$ cat src/rtl/core/ibem_pkg.sv
`timescale 1ns / 1ps
// ----------------------------------------------------------------------------
// ibem_pkg: shared constants and types
// Widths, calibration length and lane control bundle for the IMU bias/EMA core.
// ----------------------------------------------------------------------------
package ibem_pkg;

  localparam int SAMPLE_W    = 16;
  localparam int FRAC_W      = 16;
  localparam int STATE_W     = SAMPLE_W + FRAC_W;
  localparam int ALPHA_W     = 16;
  localparam int DIFF_W      = STATE_W + 1;
  localparam int PROD_W      = DIFF_W + ALPHA_W + 1;
  localparam int STEP_W      = PROD_W - FRAC_W;
  localparam int NUM_AXES    = 3;

  // Calibration length is a power of two so the means are plain shifts
  localparam int CAL_LOG2    = 6;
  localparam int CAL_SAMPLES = 1 << CAL_LOG2;
  localparam int CNT_W       = CAL_LOG2 + 1;
  localparam int SUM_W       = SAMPLE_W + CAL_LOG2;

  localparam int SQ_W        = 2 * SAMPLE_W;
  localparam int MAG_W       = 16;
  localparam int MAG_MAX     = 56756;
  localparam int ROOT_STEPS  = SQ_W / 2;
  localparam int STEP_CNT_W  = $clog2(ROOT_STEPS);
  localparam int REM_W       = MAG_W + 1;

  localparam logic [ALPHA_W-1:0] ALPHA_RESET = 16'd6554;

  // Strobes from the sequencer to every filter lane
  typedef struct packed {
    logic cal_add;   // add the held sample into the calibration sum
    logic cal_last;  // this sample completes calibration
    logic diff_en;   // form input minus state
    logic mul_en;    // multiply by alpha
    logic upd_en;    // add the scaled step into the state
  } lane_ctrl_t;

endpackage

$ cat src/rtl/core/ibem_lane.sv
`timescale 1ns / 1ps
// ----------------------------------------------------------------------------
// ibem_lane: one axis of calibration and EMA filtering
// Sums calibration samples, seeds the filter, removes gyro bias and runs
// state += alpha * (in - state) over sequenced difference, multiply and update steps.
// ----------------------------------------------------------------------------
module ibem_lane (
  input  logic                                  clk,
  input  logic                                  rst_n,
  input  ibem_pkg::lane_ctrl_t                  ctrl,
  input  logic                                  bias_en,
  input  logic        [ibem_pkg::ALPHA_W-1:0]   alpha,
  input  logic signed [ibem_pkg::SAMPLE_W-1:0]  sample,
  output logic signed [ibem_pkg::SAMPLE_W-1:0]  filt_q
);

  logic signed [ibem_pkg::SUM_W-1:0]    sum_r;
  logic signed [ibem_pkg::SUM_W-1:0]    sum_nxt;
  logic signed [ibem_pkg::SAMPLE_W-1:0] offset_r;
  logic signed [ibem_pkg::STATE_W-1:0]  state_r;
  logic signed [ibem_pkg::DIFF_W-1:0]   diff_r;
  logic signed [ibem_pkg::DIFF_W-1:0]   diff_nxt;
  logic signed [ibem_pkg::PROD_W-1:0]   prod_r;
  logic signed [ibem_pkg::PROD_W-1:0]   prod_nxt;
  logic signed [ibem_pkg::SAMPLE_W:0]   corr_wide;
  logic signed [ibem_pkg::SAMPLE_W-1:0] corr;
  logic signed [ibem_pkg::STEP_W-1:0]   step;
  logic signed [ibem_pkg::STEP_W-1:0]   state_sum;

  // Running calibration sum including the current sample
  assign sum_nxt = sum_r + {{ibem_pkg::CAL_LOG2{sample[ibem_pkg::SAMPLE_W-1]}}, sample};

  // Remove bias and saturate to the sample range
  always_comb begin
    corr_wide = {sample[ibem_pkg::SAMPLE_W-1], sample}
              - {offset_r[ibem_pkg::SAMPLE_W-1], offset_r};
    if (!bias_en) begin
      corr = sample;
    end else if (corr_wide[ibem_pkg::SAMPLE_W] != corr_wide[ibem_pkg::SAMPLE_W-1]) begin
      corr = corr_wide[ibem_pkg::SAMPLE_W] ? {1'b1, {(ibem_pkg::SAMPLE_W-1){1'b0}}}
                                           : {1'b0, {(ibem_pkg::SAMPLE_W-1){1'b1}}};
    end else begin
      corr = corr_wide[ibem_pkg::SAMPLE_W-1:0];
    end
  end

  // Difference, product and floor-shifted step
  assign diff_nxt  = {corr[ibem_pkg::SAMPLE_W-1], corr, {ibem_pkg::FRAC_W{1'b0}}}
                   - {state_r[ibem_pkg::STATE_W-1], state_r};
  assign prod_nxt  = $signed({1'b0, alpha}) * diff_r;
  assign step      = prod_r[ibem_pkg::PROD_W-1:ibem_pkg::FRAC_W];
  assign state_sum = {{(ibem_pkg::STEP_W-ibem_pkg::STATE_W){state_r[ibem_pkg::STATE_W-1]}},
                      state_r} + step;

  // Architectural state: sums, bias and filter value
  always_ff @(posedge clk) begin
    if (!rst_n) begin
      sum_r    <= '0;
      offset_r <= '0;
      state_r  <= '0;
    end else begin
      if (ctrl.cal_add) begin
        sum_r <= sum_nxt;
      end
      if (ctrl.cal_last) begin
        offset_r <= sum_nxt[ibem_pkg::SUM_W-1:ibem_pkg::CAL_LOG2];
        state_r  <= bias_en ? '0
                  : {sum_nxt, {(ibem_pkg::FRAC_W-ibem_pkg::CAL_LOG2){1'b0}}};
      end else if (ctrl.upd_en) begin
        state_r <= state_sum[ibem_pkg::STATE_W-1:0];
      end
    end
  end

  // Datapath pipeline registers
  always_ff @(posedge clk) begin
    if (ctrl.diff_en) begin
      diff_r <= diff_nxt;
    end
    if (ctrl.mul_en) begin
      prod_r <= prod_nxt;
    end
  end

  // Truncate to the input scale
  assign filt_q = state_r[ibem_pkg::STATE_W-1:ibem_pkg::FRAC_W];

endmodule

$ cat config.mk
export PLATFORM = sky130hd
export DESIGN_NAME = ibem_lane
export DESIGN_NICKNAME = d
export VERILOG_FILES = /design/src/rtl/core/ibem_pkg.sv /design/src/rtl/core/ibem_lane.sv
export SDC_FILE = /design/constraint.sdc
export NUM_CORES = 2
export LEC_CHECK = 0
export BUFFER_PORTS_ARGS = -buffer_cell sky130_fd_sc_hd__buf_2
export CELL_PAD_IN_SITES_DETAIL_PLACEMENT = 1
export CELL_PAD_IN_SITES_GLOBAL_PLACEMENT = 2
export CORE_MARGIN = 4
export CORE_UTILIZATION = 42
export DETAILED_ROUTE_END_ITERATION = 12
export PLACE_DENSITY_LB_ADDON = 0.15
export SLEW_MARGIN = 20
export SYNTH_ARGS = -nofsm -noshare
export SYNTH_HDL_FRONTEND = slang
export SYNTH_SLANG_ARGS = --single-unit
$ cat constraint.sdc
create_clock -name clk -period 9 [get_ports clk]
set_input_delay 1.8 -clock clk [delete_from_list [all_inputs] [get_ports clk]]
set_output_delay 1.8 -clock clk [all_outputs]
set_load 0.1 [all_outputs]
**Word-level counts from Yosys, hierarchy flattened**

Index checks and enable logic that the tools add are counted.

- Flip-flop bits (word level): 151
- Input bits: 40
- Bits in latches: 0
- Bits in read-only memories: 0
- Memories kept: 0
- Memory bits (writable): 0

- Divide/modulo/power cells: 0
- $add $sub $neg: 4
- Magnitude comparators: 0
- Equal/unequal tests: 1
- Shift-type cells: 0
- Bitwise gates (word level): 0
- Muxes and demuxes: 6
- Multiply operators: 1
- Reductions and logical operators: 1

Operators with widths:

| cell | number |
|---|---|
| two-way mux 32 bit | 3 |
| multiplier 17 x 33 -> 48 bit | 1 |
| two-way mux 16 bit | 3 |
| subtractor 32 x 32 -> 33 bit | 1 |
| adder 32 bit | 1 |
| adder 22 bit | 1 |
| subtractor 16 x 16 -> 17 bit | 1 |
| nonzero test 2 bit | 1 |
| != test 1 bit | 1 |

**Depth between registers and ports, before layout**

- Depth in word-level cells: 5
- Mapped depth: 29
- Gate-level depth less buffers: 28

**Worst setup path after synthesis**

Ideal clock, no wire load.

- Kind: input to register
- From: input port alpha[2] in the netlist's numbering
- To: register prod_r[46] in the netlist's numbering (data pin)
- Required time: 8.731 ns
- Library setup time: 0.269 ns
- Stages: 23
- Arrival time: 7.457 ns
- Path slack: 1.274 ns
- Cells stage by stage: clkbuf_1 and2_1 fa_1 inv_1 fa_1 inv_1 fa_1 inv_1 fa_1 fa_1 fa_1 inv_1 ha_1 and2_1 a221o_1 a31o_2 a31oi_2 a211oi_2 o2111ai_2 a21oi_2 a31oi_2 nor2b_4 o311ai_1

- Word-level cells in the longest chain between the ends: 1

Ends and longest elaborated chain:

| element | line | RTL |
|---|---|---|
| start: declaration | ibem_lane.sv:12 | `input logic [ibem_pkg::ALPHA_W-1:0] alpha,` |
| multiplier 17 x 33 -> 48 bit | ibem_lane.sv:50 | `assign prod_nxt = $signed({1'b0, alpha}) * diff_r;` |
| net prod_nxt (one bit) | ibem_lane.sv:24 | `logic signed [ibem_pkg::PROD_W-1:0] prod_nxt;` |
| end signal: assignment | ibem_lane.sv:81 | `prod_r <= prod_nxt;` |
| end: declaration | ibem_lane.sv:23 | `logic signed [ibem_pkg::PROD_W-1:0] prod_r;` |

The timed path passes the listed nets, and every way through them passes these cells.
A chain may end at the register's enable or synchronous reset.

**Worst setup path after layout**

Ends and elaborated chain as after synthesis.

==> metrics.yaml <==
setup_path:
  crit_type: "in -> reg"
  cp_data_required_time_ps: 9260
  crit_fanout: 24
  crit_buf_inv: 5
  crit_top_cell: "fa_1"
  r2r_slack_ps: 1520
  cp_top_family: "adder cells"
  cp.arrival_ps: 8680
  timing.rr.start: "diff_r[9]"
  reg2reg_depth: 21
  critPathLaunchType: "primary input"
  max_stage_delay_ps: 700
  crit_chain: "buf_2 > nand2_1 > fa_1 > fa_1 > inv_1 > fa_1 > fa_1 > fa_1 > inv_1 > fa_1 > inv_1 > ha_1 > nand4_1 > a221oi_1 > a31oi_2 > buf_4 > a211oi_2 > o2111ai_2 > a21oi_2 > a31oi_2 > nor2b_4 > o311ai_1"
  timing.rr.end: "prod_r[46]"
  endpoint_kind: "flip-flop"
  cpMaxStageDelayCell: "a221oi_1"
timing:
  max_clock_freq_mhz: 119
  hold_viol_final: 0
  max_slew.worst_pin.slew_ps: 1030
  rsz0062_at_grt: "false"
  clock_skew_ps: 20.4
  fin_tns_setup_ps: 0
  slew_viol_final: 0
  setup_viol: 0
  fin_crit_ps: 8420
  whs_ps: 495
  post-route-period-util_pct: 93.6
  relSlewSlack_pct: 31.5
placed_design:
  dp.cells: 3726
  dp_hpwl_mm: 63.5
  gp_congestion: 0.835
  io_buffer_count: 55
global_route:
  grt_pass1_vias: 22300
  grt_max_degree: 36
  antenna_found_initial: 0
  track_usage_pct: 23.7
  grt_pass1_wl_mm: 124
  grt_overflow_total: 0
clocking:
  post_cts_buffers: 0
  cts-buffers-inserted: 17
  root_buffer: "clkbuf_16"
  h-tree-depth: 4
  insertion_delay_ps: 450
  cts-resized-gates: 0
  clk_pin_slew_ps: 70
  cts_sinks: 135
  cts.path.max_buffers: 2
  cts_tree: "done"
  hold_buffers: 0
routing:
  wire_per_inst_um: 20.5
  vias: 19600
  drt_iter0_markers: 819
  drcViolationCount: 0
  avgViaCountPerCell: 5.22
  ant_nets: 0
  firstDrtPassIters: 6
  drt_wl_total_mm: 77.2
synthesis:
  synth.avg_cell_area_sq_um: 9.06
  synth_top_area_share_pct: 37.3
  netlist_instances: 2915
  synth.distinct_cells: 82
  ys.flop_type: "dfxtp_1"
  synth_top_cell_by_area: "fa_1"
  synth-seq-cells: 135
  synth_edf_count: 65
  ys_async_sr_fraction_pct: 0
  netlist_area_sq_um: 26400
  seq_area_frac_synth_pct: 12.7
  synth_area_leaders: "fa_1, ha_1, inv_1, edfxtp_1, and2_1"
  synth_fp_nets: 3646
  yosys_warnings: 0
floorplan:
  core_sq_um: 61900
  die_w_um: 259
  dieArea_sq_um: 66900
  start_util_pct: 42.6
  die_h_um: 259
  pin_count: 56
  rows: 91
layout:
  final_cells: 3759
  fin_nets: 3639
  drive_gt1_share_pct: 5.61
  syn2layout_area_growth_pct: 6.51
  final_common_cell: "inv_1"
  fin_util_pct: 45.4
  fill_cells: 7226
  most-common-layout-cells: "inv_1, fa_1, nand2_1"
status:
  outcome: "finished clean"
flow_run:
  cap_violations: 0
min_path:
  hp-class: "reg -> reg"
  hold_path_depth: 2
  hp-start: "sum_r[2]"
  hold_path_end: "sum_r[2]"
-- registers in the layout, summed over array words and instances (netlist names) --
| name | count |
|---|---|
| diff_r | 33 |
| offset_r | 16 |
| state_r | 32 |
| sum_r | 22 |
| prod_r | 32 |
-- cell type report --
cell class	instances	area, sq um	share of cell area (%)
Tap cell	837	1050	3.72
Clock inverter	15	185	0.659
Multi-Input combinational cell	2032	20200	71.7
Inverter	626	2350	8.36
Sequential cell	135	3350	11.9
Timing Repair Buffer	96	583	2.07
Antenna cell	1	2.50	0.00890
Clock buffer	17	425	1.51
-- routing by layer --
metal	GRT usage, %	wire, um	up-vias
met3	2.20	1600	119
li1	-	-	8962
met4	7.05	2330	0
met2	44.5	41200	255
met1	28.8	32100	10300
met5	0	0	-
-- cell usage after synthesis (12+ instances only) --
cell and count:
nor2_1 141, a21o_1 34, o21a_1 15, a21oi_1 95, nand2b_1 13, a211oi_1 24
inv_1 625, edfxtp_1 65, o21ai_0 51, nand3_1 22, ha_1 199, o21bai_1 12
fa_1 492, clkbuf_1 100, xor2_1 31, and2_1 234, nor2b_1 18, dfxtp_1 70
nand2_1 342, nor3_1 28, mux2i_1 42, buf_4 17, xnor2_1 93
-- cell families after synthesis --
| logic type | Yosys count | synth area share (%) |
|---|---|---|
| AOI/OAI and AO/OA | 330 | 8.54 |
| buffers and inverters | 748 | 10.9 |
| xor gates and xnor gates | 124 | 4.11 |
| muxes | 44 | 1.68 |
| adders and majority gates | 691 | 46.7 |
| DFF | 135 | 12.7 |
| and+or+nand+nor | 843 | 15.3 |
-- stage by stage --
stage | cell area [sq um] | setup WS (ps)
after floorplan | 26400 | 1270
after global placement | 27500 | 242
after detailed placement | 27500 | 80.3
after CTS | 28100 | 523
after global routing | 28100 | 261
final | 28100 | 577
-- worst reg2reg max path: cells and delay by family (launching register included) --
| kind | cells | cell delay (ps) |
|---|---|---|
| compound gates | 7 | 2090 |
| simple gates | 3 | 510 |
| flops | 1 | 890 |
| buf+inv | 4 | 390 |
| fa+ha+maj | 7 | 3430 |
-- how the worst max path moves through the flow --
stage,start,endpoint,slack (ps),cells after the start
after floorplan,alpha[2],prod_r[46],1270,23
after global placement,alpha[2],prod_r[46],240,22
after detailed placement,alpha[2],prod_r[46],80,22
after CTS,alpha[2],prod_r[46],520,22
after global routing,alpha[2],prod_r[46],260,22
final,alpha[2],prod_r[46],580,22
Power is left out: the tool's default activity adds up to more than one toggle a clock period on the data nets, which glitch-free logic cannot reach.
