`src/rtl/core/ibem_pkg.sv`:
```
`timescale 1ns / 1ps
// ----------------------------------------------------------------------------
// ibem_pkg: shared constants and types
// Widths, calibration length and lane control bundle for the IMU bias/EMA core.
// ----------------------------------------------------------------------------
package ibem_pkg;

  localparam int SAMPLE_W    = 16;
  localparam int FRAC_W      = 16;
  localparam int STATE_W     = SAMPLE_W + FRAC_W;
  localparam int ALPHA_W     = 16;
  localparam int DIFF_W      = STATE_W + 1;
  localparam int PROD_W      = DIFF_W + ALPHA_W + 1;
  localparam int STEP_W      = PROD_W - FRAC_W;
  localparam int NUM_AXES    = 3;

  // Calibration length is a power of two so the means are plain shifts
  localparam int CAL_LOG2    = 6;
  localparam int CAL_SAMPLES = 1 << CAL_LOG2;
  localparam int CNT_W       = CAL_LOG2 + 1;
  localparam int SUM_W       = SAMPLE_W + CAL_LOG2;

  localparam int SQ_W        = 2 * SAMPLE_W;
  localparam int MAG_W       = 16;
  localparam int MAG_MAX     = 56756;
  localparam int ROOT_STEPS  = SQ_W / 2;
  localparam int STEP_CNT_W  = $clog2(ROOT_STEPS);
  localparam int REM_W       = MAG_W + 1;

  localparam logic [ALPHA_W-1:0] ALPHA_RESET = 16'd6554;

  // Strobes from the sequencer to every filter lane
  typedef struct packed {
    logic cal_add;   // add the held sample into the calibration sum
    logic cal_last;  // this sample completes calibration
    logic diff_en;   // form input minus state
    logic mul_en;    // multiply by alpha
    logic upd_en;    // add the scaled step into the state
  } lane_ctrl_t;

endpackage

```
`src/rtl/core/ibem_mag.sv`:
```
`timescale 1ns / 1ps
// ----------------------------------------------------------------------------
// ibem_mag: vector magnitude of three filtered axes
// Sums the squares one axis per cycle, then takes the integer square root
// one result bit per cycle.
// ----------------------------------------------------------------------------
module ibem_mag (
  input  logic                                  clk,
  input  logic                                  rst_n,
  input  logic                                  start,
  input  logic signed [ibem_pkg::SAMPLE_W-1:0]  vec [ibem_pkg::NUM_AXES],
  output logic                                  busy,
  output logic        [ibem_pkg::MAG_W-1:0]     mag
);

  typedef enum logic [1:0] {
    M_IDLE,
    M_SQ,
    M_ROOT
  } mag_state_t;

  mag_state_t                           st_r;
  logic [ibem_pkg::STEP_CNT_W-1:0]      cnt_r;
  logic signed [ibem_pkg::SAMPLE_W-1:0] vals_r [ibem_pkg::NUM_AXES];
  logic [ibem_pkg::SQ_W-1:0]            sq_r;
  logic [ibem_pkg::SQ_W-1:0]            acc_r;
  logic [ibem_pkg::SQ_W-1:0]            rad_r;
  logic [ibem_pkg::REM_W-1:0]           rem_r;
  logic [ibem_pkg::MAG_W-1:0]           root_r;
  logic [ibem_pkg::MAG_W-1:0]           mag_r;
  logic signed [ibem_pkg::SQ_W-1:0]     sq_nxt;
  logic [ibem_pkg::REM_W+1:0]           rem_sh;
  logic [ibem_pkg::REM_W+1:0]           trial;
  logic [ibem_pkg::REM_W-1:0]           rem_nxt;
  logic [ibem_pkg::MAG_W-1:0]           root_nxt;

  assign sq_nxt = vals_r[0] * vals_r[0];

  // One restoring square root step
  always_comb begin
    rem_sh = {rem_r, rad_r[ibem_pkg::SQ_W-1:ibem_pkg::SQ_W-2]};
    trial  = {1'b0, root_r, 2'b01};
    if (rem_sh >= trial) begin
      rem_nxt  = rem_sh[ibem_pkg::REM_W-1:0] - trial[ibem_pkg::REM_W-1:0];
      root_nxt = {root_r[ibem_pkg::MAG_W-2:0], 1'b1};
    end else begin
      rem_nxt  = rem_sh[ibem_pkg::REM_W-1:0];
      root_nxt = {root_r[ibem_pkg::MAG_W-2:0], 1'b0};
    end
  end

  // Sequence squares then root steps
  always_ff @(posedge clk) begin
    if (!rst_n) begin
      st_r  <= M_IDLE;
      cnt_r <= '0;
    end else begin
      unique case (st_r)
        M_IDLE: begin
          if (start) begin
            st_r  <= M_SQ;
            cnt_r <= '0;
          end
        end
        M_SQ: begin
          if (cnt_r == ibem_pkg::STEP_CNT_W'(ibem_pkg::NUM_AXES)) begin
            st_r  <= M_ROOT;
            cnt_r <= '0;
          end else begin
            cnt_r <= cnt_r + 1'b1;
          end
        end
        M_ROOT: begin
          if (cnt_r == ibem_pkg::STEP_CNT_W'(ibem_pkg::ROOT_STEPS - 1)) begin
            st_r <= M_IDLE;
          end
          cnt_r <= cnt_r + 1'b1;
        end
        default: st_r <= M_IDLE;
      endcase
    end
  end

  // Datapath registers
  always_ff @(posedge clk) begin
    unique case (st_r)
      M_IDLE: begin
        if (start) begin
          vals_r <= vec;
          acc_r  <= '0;
        end
      end
      M_SQ: begin
        sq_r      <= sq_nxt;
        vals_r[0] <= vals_r[1];
        vals_r[1] <= vals_r[2];
        if (cnt_r != '0) begin
          acc_r <= acc_r + sq_r;
        end
        if (cnt_r == ibem_pkg::STEP_CNT_W'(ibem_pkg::NUM_AXES)) begin
          rad_r  <= acc_r + sq_r;
          rem_r  <= '0;
          root_r <= '0;
        end
      end
      M_ROOT: begin
        rad_r  <= {rad_r[ibem_pkg::SQ_W-3:0], 2'b00};
        rem_r  <= rem_nxt;
        root_r <= root_nxt;
        if (cnt_r == ibem_pkg::STEP_CNT_W'(ibem_pkg::ROOT_STEPS - 1)) begin
          mag_r <= root_nxt;
        end
      end
      default: begin
        acc_r <= acc_r;
      end
    endcase
  end

  assign busy = (st_r != M_IDLE);
  assign mag  = mag_r;

endmodule

```
`config.mk`:
```
export PLATFORM = sky130hd
export DESIGN_NAME = ibem_mag
export DESIGN_NICKNAME = d
export VERILOG_FILES = /design/src/rtl/core/ibem_pkg.sv /design/src/rtl/core/ibem_mag.sv
export SDC_FILE = /design/constraint.sdc
export NUM_CORES = 1
export LEC_CHECK = 0
export ABC_AREA = 1
export BUFFER_PORTS_ARGS = -buffer_cell sky130_fd_sc_hd__buf_4
export CORE_ASPECT_RATIO = 1.4
export CORE_MARGIN = 1
export CORE_UTILIZATION = 32
export CTS_CLUSTER_SIZE = 20
export DETAILED_ROUTE_END_ITERATION = 10
export HOLD_SLACK_MARGIN = 0.15
export PLACE_DENSITY = 0.58
export SLEW_MARGIN = 0
export SYNTH_ARGS = -nofsm -noshare
export SYNTH_HDL_FRONTEND = slang
export SYNTH_SLANG_ARGS = --single-unit
```
`constraint.sdc`:
```
create_clock -name clk -period 18.06 [get_ports clk]
set_input_delay 0 -clock clk [delete_from_list [all_inputs] [get_ports clk]]
set_output_delay 0 -clock clk [all_outputs]
set_load 0.03 [all_outputs]
```
# Word-level counts from Yosys, hierarchy flattened
# Cells that the tools add are included.
dict set report op_classes {
  add_sub_neg 3
  mul 1
  magnitude_cmp 1
  n_eq_ne 8
  mux 20
  n_reduce_logical 13
}
# op count
set op_table {}
lappend op_table {{32-bit one-hot mux with 2 select lines} 3}
lappend op_table {{32-bit two-way mux} 3}
lappend op_table {{48-bit two-way mux} 1}
lappend op_table {{17-bit two-way mux} 2}
lappend op_table {{17-bit one-hot mux with 2 select lines} 1}
lappend op_table {{32-bit adder} 1}
lappend op_table {{16-bit by 16-bit multiplier with 32-bit output} 1}
lappend op_table {{16-bit one-hot mux with 2 select lines} 1}
lappend op_table {{19-bit by 18-bit greater-or-equal comparator with 1-bit output} 1}
lappend op_table {{17-bit subtractor} 1}
lappend op_table {{16-bit two-way mux} 1}
lappend op_table {{4-bit one-hot mux with 3 select lines} 1}
lappend op_table {{2-bit AND reduction} 5}
lappend op_table {{4-bit two-way mux} 2}
lappend op_table {{2-bit != test, second input constant} 4}
lappend op_table {{2-bit two-way mux} 3}
lappend op_table {{2-bit one-hot mux with 3 select lines} 1}
lappend op_table {{3-bit AND reduction} 2}
lappend op_table {{2-bit nonzero test} 3}
lappend op_table {{4-bit by 1-bit adder with 4-bit output, second input constant} 1}
lappend op_table {{4-bit by 2-bit equality test with 1-bit output, second input constant} 1}
lappend op_table {{4-bit equality test, second input constant} 1}
lappend op_table {{4-bit nonzero test} 1}
lappend op_table {{3-bit nonzero test} 1}
lappend op_table {{other kinds (4)} 4}
dict set report word_totals {
  register_bits 199
  inputBits 51
  out_inout_bits 17
  wordCells 57
}

# Longest topological paths before layout
dict set report depth {
  ltp_word 3
  mapped_depth 26
  depth_no_buf 25
}

# Worst setup path after synthesis
# No wires, ideal clock.
dict set report synth_timing {
  kind {register to register}
  start {register st_r[1]}
  end {register acc_r[0] in the netlist's numbering, enable pin}
  setup_ps 441
  t_arrival_ps 5906
  required_ps 17619
  slack_ps 11713
  stages_incl_launch_ff 8
  path_buffers 1
  synth_period_minus_slack_ps 6347
  cell_sequence {dfxtp_1 inv_1 ha_1 clkbuf_1 inv_2 o21ai_0 inv_1 a31oi_1}
}
dict set report synth_between {
  elab_chain_cells 3
  elab_cells_between_ends 6
  cone_classes {3 x eq/ne; 3 x reduce/logical}
}
# element line
set synth_lines {}
lappend synth_lines {{start, declared} ibem_mag.sv:22} ;# mag_state_t st_r;
lappend synth_lines {{start signal, assigned} ibem_mag.sv:55} ;# st_r <= M_IDLE;
lappend synth_lines {{start signal, assigned} ibem_mag.sv:61} ;# st_r <= M_SQ;
lappend synth_lines {{start signal, assigned} ibem_mag.sv:67} ;# st_r <= M_ROOT;
lappend synth_lines {{2-bit by 1-bit equality test with 1-bit output / 2-bit zero test (equally long branches)} ibem_mag.sv:86} ;# unique case (st_r)
lappend synth_lines {{2-bit != test (no source line) / 2-bit nonzero test (equally long branches)} --}
lappend synth_lines {{3-bit AND reduction (no source line) (*)} --}
lappend synth_lines {{end signal, assigned} ibem_mag.sv:98} ;# acc_r <= acc_r + sq_r;
lappend synth_lines {{end signal, assigned} ibem_mag.sv:115} ;# acc_r <= acc_r;
lappend synth_lines {{end, declared} ibem_mag.sv:26} ;# logic [ibem_pkg::SQ_W-1:0] acc_r;
# Every way passes the cells marked *; elsewhere a longest branch is shown, timed or not.
# A chain may end at the register's enable or synchronous reset.

# Worst setup path after layout
dict set report layout_timing {
  start {register vals_r[47] in the netlist's numbering}
  end {register sq_r[30] in the netlist's numbering, data pin}
}
dict set report layout_between {
  elab_chain_cells 1
}
# element line
set layout_lines {}
lappend layout_lines {{start, declared} ibem_mag.sv:24} ;# logic signed [ibem_pkg::SAMPLE_W-1:0] vals_r [ibem_pkg::NUM_AXES];
lappend layout_lines {{start signal, assigned} ibem_mag.sv:89} ;# vals_r <= vec;
lappend layout_lines {{16-bit by 16-bit multiplier with 32-bit output} ibem_mag.sv:37} ;# assign sq_nxt = vals_r[0] * vals_r[0];
lappend layout_lines {{named net sq_nxt (one bit)} ibem_mag.sv:31} ;# logic signed [ibem_pkg::SQ_W-1:0] sq_nxt;
lappend layout_lines {{end signal, assigned} ibem_mag.sv:94} ;# sq_r <= sq_nxt;
lappend layout_lines {{end, declared} ibem_mag.sv:25} ;# logic [ibem_pkg::SQ_W-1:0] sq_r;
# The timed path passes the listed nets, and every way through them passes these cells.

==> tab_implementation.tex <==
\begin{tabular}{lr}
\hline
Metric & Value \\
\hline
\multicolumn{2}{l}{\textbf{Worst setup path}} \\
\quad Ordered cell list for the critical path & clkinv\_1 -> or2\_2 -> fa\_1 -> fa\_1 -> fa\_1 -> inv\_1 -> fa\_1 -> inv\_1 -> fa\_1 -> inv\_1 -> fa\_1 -> ha\_1 -> inv\_1 -> nor3\_1 -> nand2\_1 -> nor2\_1 -> nand2\_1 -> nand3\_1 -> nand2\_1 \\
\quad Startpoint types & flip-flop \\
\quad Most frequent cell on the critical path & fa\_1 \\
\quad R2R Path End & sq\_r[30] \\
\quad CP max FO & 22 \\
\quad R2r startpoint & vals\_r[47] \\
\quad Nature of the critical path endpoint & flip-flop \\
\quad Reg2reg setup slack & approximately 12 ns \\
\quad Worst Reg-to-Reg Cells & 19 \\
\quad Category of the most critical setup path & reg2reg \\
\quad Critical path arrival & between 6 and 7 ns \\
\quad CP Data Required Time & around 18 ns \\
\quad Worst path slowest cell & edfxtp\_1 \\
\quad Critical path's largest stage delay & around 0.86 ns \\
\multicolumn{2}{l}{\textbf{Yosys}} \\
\quad Count of flip-flops with a built-in enable after synthesis & between 150 and 200 \\
\quad Most frequent cell after synthesis & nand2\_1 \\
\quad Post-synthesis cell type with the largest combined area & edfxtp\_1 \\
\quad Post-synth net total & 2918 \\
\quad Commonest cells post-synth & nand2\_1 (703), inv\_1 (574), fa\_1 (234) \\
\quad Leading cell types by total area after synthesis & edfxtp\_1 (28\%), fa\_1 (23\%), nand2\_1 (13\%) \\
\quad Post-synthesis cell count & roughly 2500 \\
\quad Flip-flop and latch count after synthesis & 198 \\
\quad Area of the mapped netlist & 20500 sq um \\
\quad Top-area cell type share of the netlist area & 0.281 \\
\quad Synth async-reset ratio & 0 \\
\quad Part of the Yosys area used for sequential elements & 0.287 \\
\quad Warning count from the yosys run & 0 \\
\quad Primary flip-flop cell chosen by synthesis mapping & edfxtp\_1 \\
\quad Unique masters post-synth & 40 \\
\quad Post-Syn Area per Cell & approximately 8.3 sq um \\
\multicolumn{2}{l}{\textbf{Route}} \\
\quad Number of routed nets with antenna violations & 0 \\
\quad Via count & around 15000 \\
\quad Post-detailed-route via-to-cell ratio & between 4 and 5 \\
\quad Routed length per placed instance & $\sim$14 microns \\
\quad Detailed-route DRC error count & 0 \\
\quad Routed wire length & $\sim$48 mm \\
\quad Violation count after the first detailed-route iteration & between 600 and 700 \\
\quad Drt pass-1 iters & 5 \\
\multicolumn{2}{l}{\textbf{Floorplanning}} \\
\quad Number of top-level pins & 68 \\
\quad Effective utilization at floorplan & 0.325 \\
\quad Die Ht & approximately 300 microns \\
\quad Count of standard-cell rows & roughly 110 \\
\quad Core area & 63300 sq um \\
\quad Area enclosed by the die boundary & between 60000 and 70000 sq um \\
\quad X dimension of the die & between 200 and 250 microns \\
\multicolumn{2}{l}{\textbf{Clock tree}} \\
\quad Cts bufs inserted & 17 \\
\quad Post-CTS setup buffer count & 0 \\
\quad Clock-pin slew reported for the worst setup and hold paths after clock tree synthesis & approximately 0.080 ns \\
\quad Number of sinks on the clock net & $\sim$200 \\
\quad Cts repair resizes & 0 \\
\quad Library cell used as clock root buffer & clkbuf\_16 \\
\quad H-tree lvl count & 4 \\
\quad Clock insertion delay at the later pin of the skew report & $\sim$0.49 ns \\
\quad Number of buffers on the longest clock path & 2 \\
\quad TritonCTS clock tree & done \\
\multicolumn{2}{l}{\textbf{Min path}} \\
\quad Kind of path behind the tightest hold check & in2reg \\
\quad Cell count of the worst hold path & 2 \\
\quad Worst Hold Path EP & vals\_r[1] \\
\quad Hold path startpoint & vec[1] \\
\multicolumn{2}{l}{\textbf{Placed design}} \\
\quad Placed instance area & 21900 sq um \\
\quad Detailed Place HPWL & 38.8 mm \\
\quad Final Wtd Congestion & between 0.8 and 0.9 \\
\quad Pre-CTS setup slack & 11.66 ns \\
\quad \# port buffers & 67 \\
\multicolumn{2}{l}{\textbf{Timing}} \\
\quad Post-route setup slack & $\sim$12 ns \\
\quad Achievable clock frequency & 0.157 GHz \\
\quad Transition time at the pin with the least slew margin & approximately 1.1 ns \\
\quad Total count of hold-check failures in the final report & 0 \\
\quad Fin crit period & $\sim$6.4 ns \\
\quad Max-slew headroom & 0.277 \\
\quad Final total negative setup slack & 0 ns \\
\quad Max-slew violation count & 0 \\
\quad Post-route fraction of the period consumed by the critical path & 0.354 \\
\quad Worst clock skew & around 0.013 ns \\
\quad Unrepaired setup endpoints after global routing & no \\
\quad Final setup violation count & 0 \\
\multicolumn{2}{l}{\textbf{Layout}} \\
\quad Inserted Diodes & 0 \\
\quad Share of cells above drive strength 1 & 0.0596 \\
\quad Post-Layout Inst Area & about 23000 sq um \\
\quad Number of nets at the end of the flow & $\sim$3000 \\
\quad Footprint of the multi-input gates & between 10000 and 15000 sq um \\
\quad Relative area change from synthesis to final layout & 12.3\% \\
\quad Sequential standard cell area & 5890 sq um \\
\quad Number of inserted filler cells in the final layout & approximately 6600 \\
\multicolumn{2}{l}{\textbf{Global routing}} \\
\quad Via count of the first global-routing pass & about 17000 \\
\quad Pin count of the biggest net entering global routing & 79 \\
\quad Number of antenna violations at the first check in global routing & 0 \\
\quad Overall track demand over capacity in global routing & 0.156 \\
\quad First-pass GRT wire length & approximately 80 mm \\
\quad Remaining global-route overflow & 0 \\
\multicolumn{2}{l}{\textbf{Outcome}} \\
\quad Outcome & complete, no violations \\
\multicolumn{2}{l}{\textbf{Job}} \\
\quad Number of violations of the max-capacitance limit & 0 \\
\hline
\end{tabular}
==> worst max-delay path, delay by kind of cell, from the launching register on <==
kind / cells / cell delay [ns]
fa+ha+maj: 7 / 3.32
buf+inv: 5 / 0.84
flops: 1 / 0.86
simple gates: 7 / 1.12
==> cell type report <==
class	instances	area share
multi-input combinational	1648	0.531
sequential	198	0.255
inverter	582	0.0947
timing repair buffer	125	0.0461
tap	832	0.0451
clock buffer	17	0.0184
clock inverter	14	0.00933
==> cells in the final DEF (no fill, tap or decap), types with 2 or more instances in the layout <==
cell type,instances
nand2_4,3
o21ai_0,41
xnor2_1,27
a21o_1,5
nor2_1,148
nor3_1,16
nand4_1,18
o21bai_1,15
edfxtp_1,192
fa_1,234
nand3_1,129
ha_2,2
or2_2,5
inv_6,4
nor2_2,8
nor3_2,2
nand2_1,703
clkbuf_16,17
inv_8,2
and2_1,10
a21oi_2,7
inv_1,574
nand3b_1,6
clkinv_4,2
buf_4,75
ha_1,143
inv_2,7
xor2_1,32
clkinv_1,2
dlygate4sd3_1,50
bufinv_16,4
nand2_2,9
a21oi_1,70
dfxtp_1,6
a31o_2,2
o21ai_1,3
==> logic make-up (layout without fill, tap and decap cells) <==
kind of cell    after synthesis  count (layout)  share of synthesized area
compound gates              150             150                     0.0413
xor+xnor                     59              59                     0.0252
fa+ha+maj                   379             379                      0.316
buf+inv                     642             738                      0.119
flops                       198             198                      0.287
simple gates               1060            1060                      0.212
==> flip-flops by register name, summed over array words and instances (netlist names) <==
name    flops
cnt_r       4
vals_r     48
rad_r      32
sq_r       31
st_r        2
acc_r      32
root_r     16
rem_r      17
mag        16
==> metal layers <==
metal  part of all wire  up-vias  global-route usage  routed length (microns)
met5                  0        -                   0                        0
met4              0.035        0              0.0662                     1660
met3              0.022       85              0.0216                     1030
met2               0.54      222               0.302                    25900
met1               0.40     7275               0.166                    19200
li1                   -     7740                   -                        -
==> how the worst max path moves through the flow <==
stage	from	cells past startpoint	end	slack [ns]
2_1_floorplan	st_r[1]	7	acc_r[0]	11.71
3_3_place_gp	vals_r[47]	19	sq_r[31]	11.72
3_5_place_dp	vals_r[47]	19	sq_r[30]	11.66
4_1_cts	vals_r[47]	19	sq_r[30]	11.66
5_1_grt	vals_r[47]	18	sq_r[23]	11.26
6_report	vals_r[47]	19	sq_r[30]	11.68
==> metrics by stage <==
step,utilization,instances,hold WS [ns]
2_1_floorplan,-,2488,0.0989
3_3_place_gp,0.346,3335,0.178
3_5_place_dp,0.346,3335,0.179
4_1_cts,0.365,3416,0.188
5_1_grt,0.365,3416,0.216
6_report,0.365,3416,0.221
==> repair_timing <==
action / 4_1_cts / 5_1_grt
endpoints found under the hold margin: 54 / 0
endpoints found under the setup margin: 0 / 0
hold buffers: 50 / 0
Power is left out: the tool's default activity adds up to more than one toggle a clock period on the data nets, which glitch-free logic cannot reach.
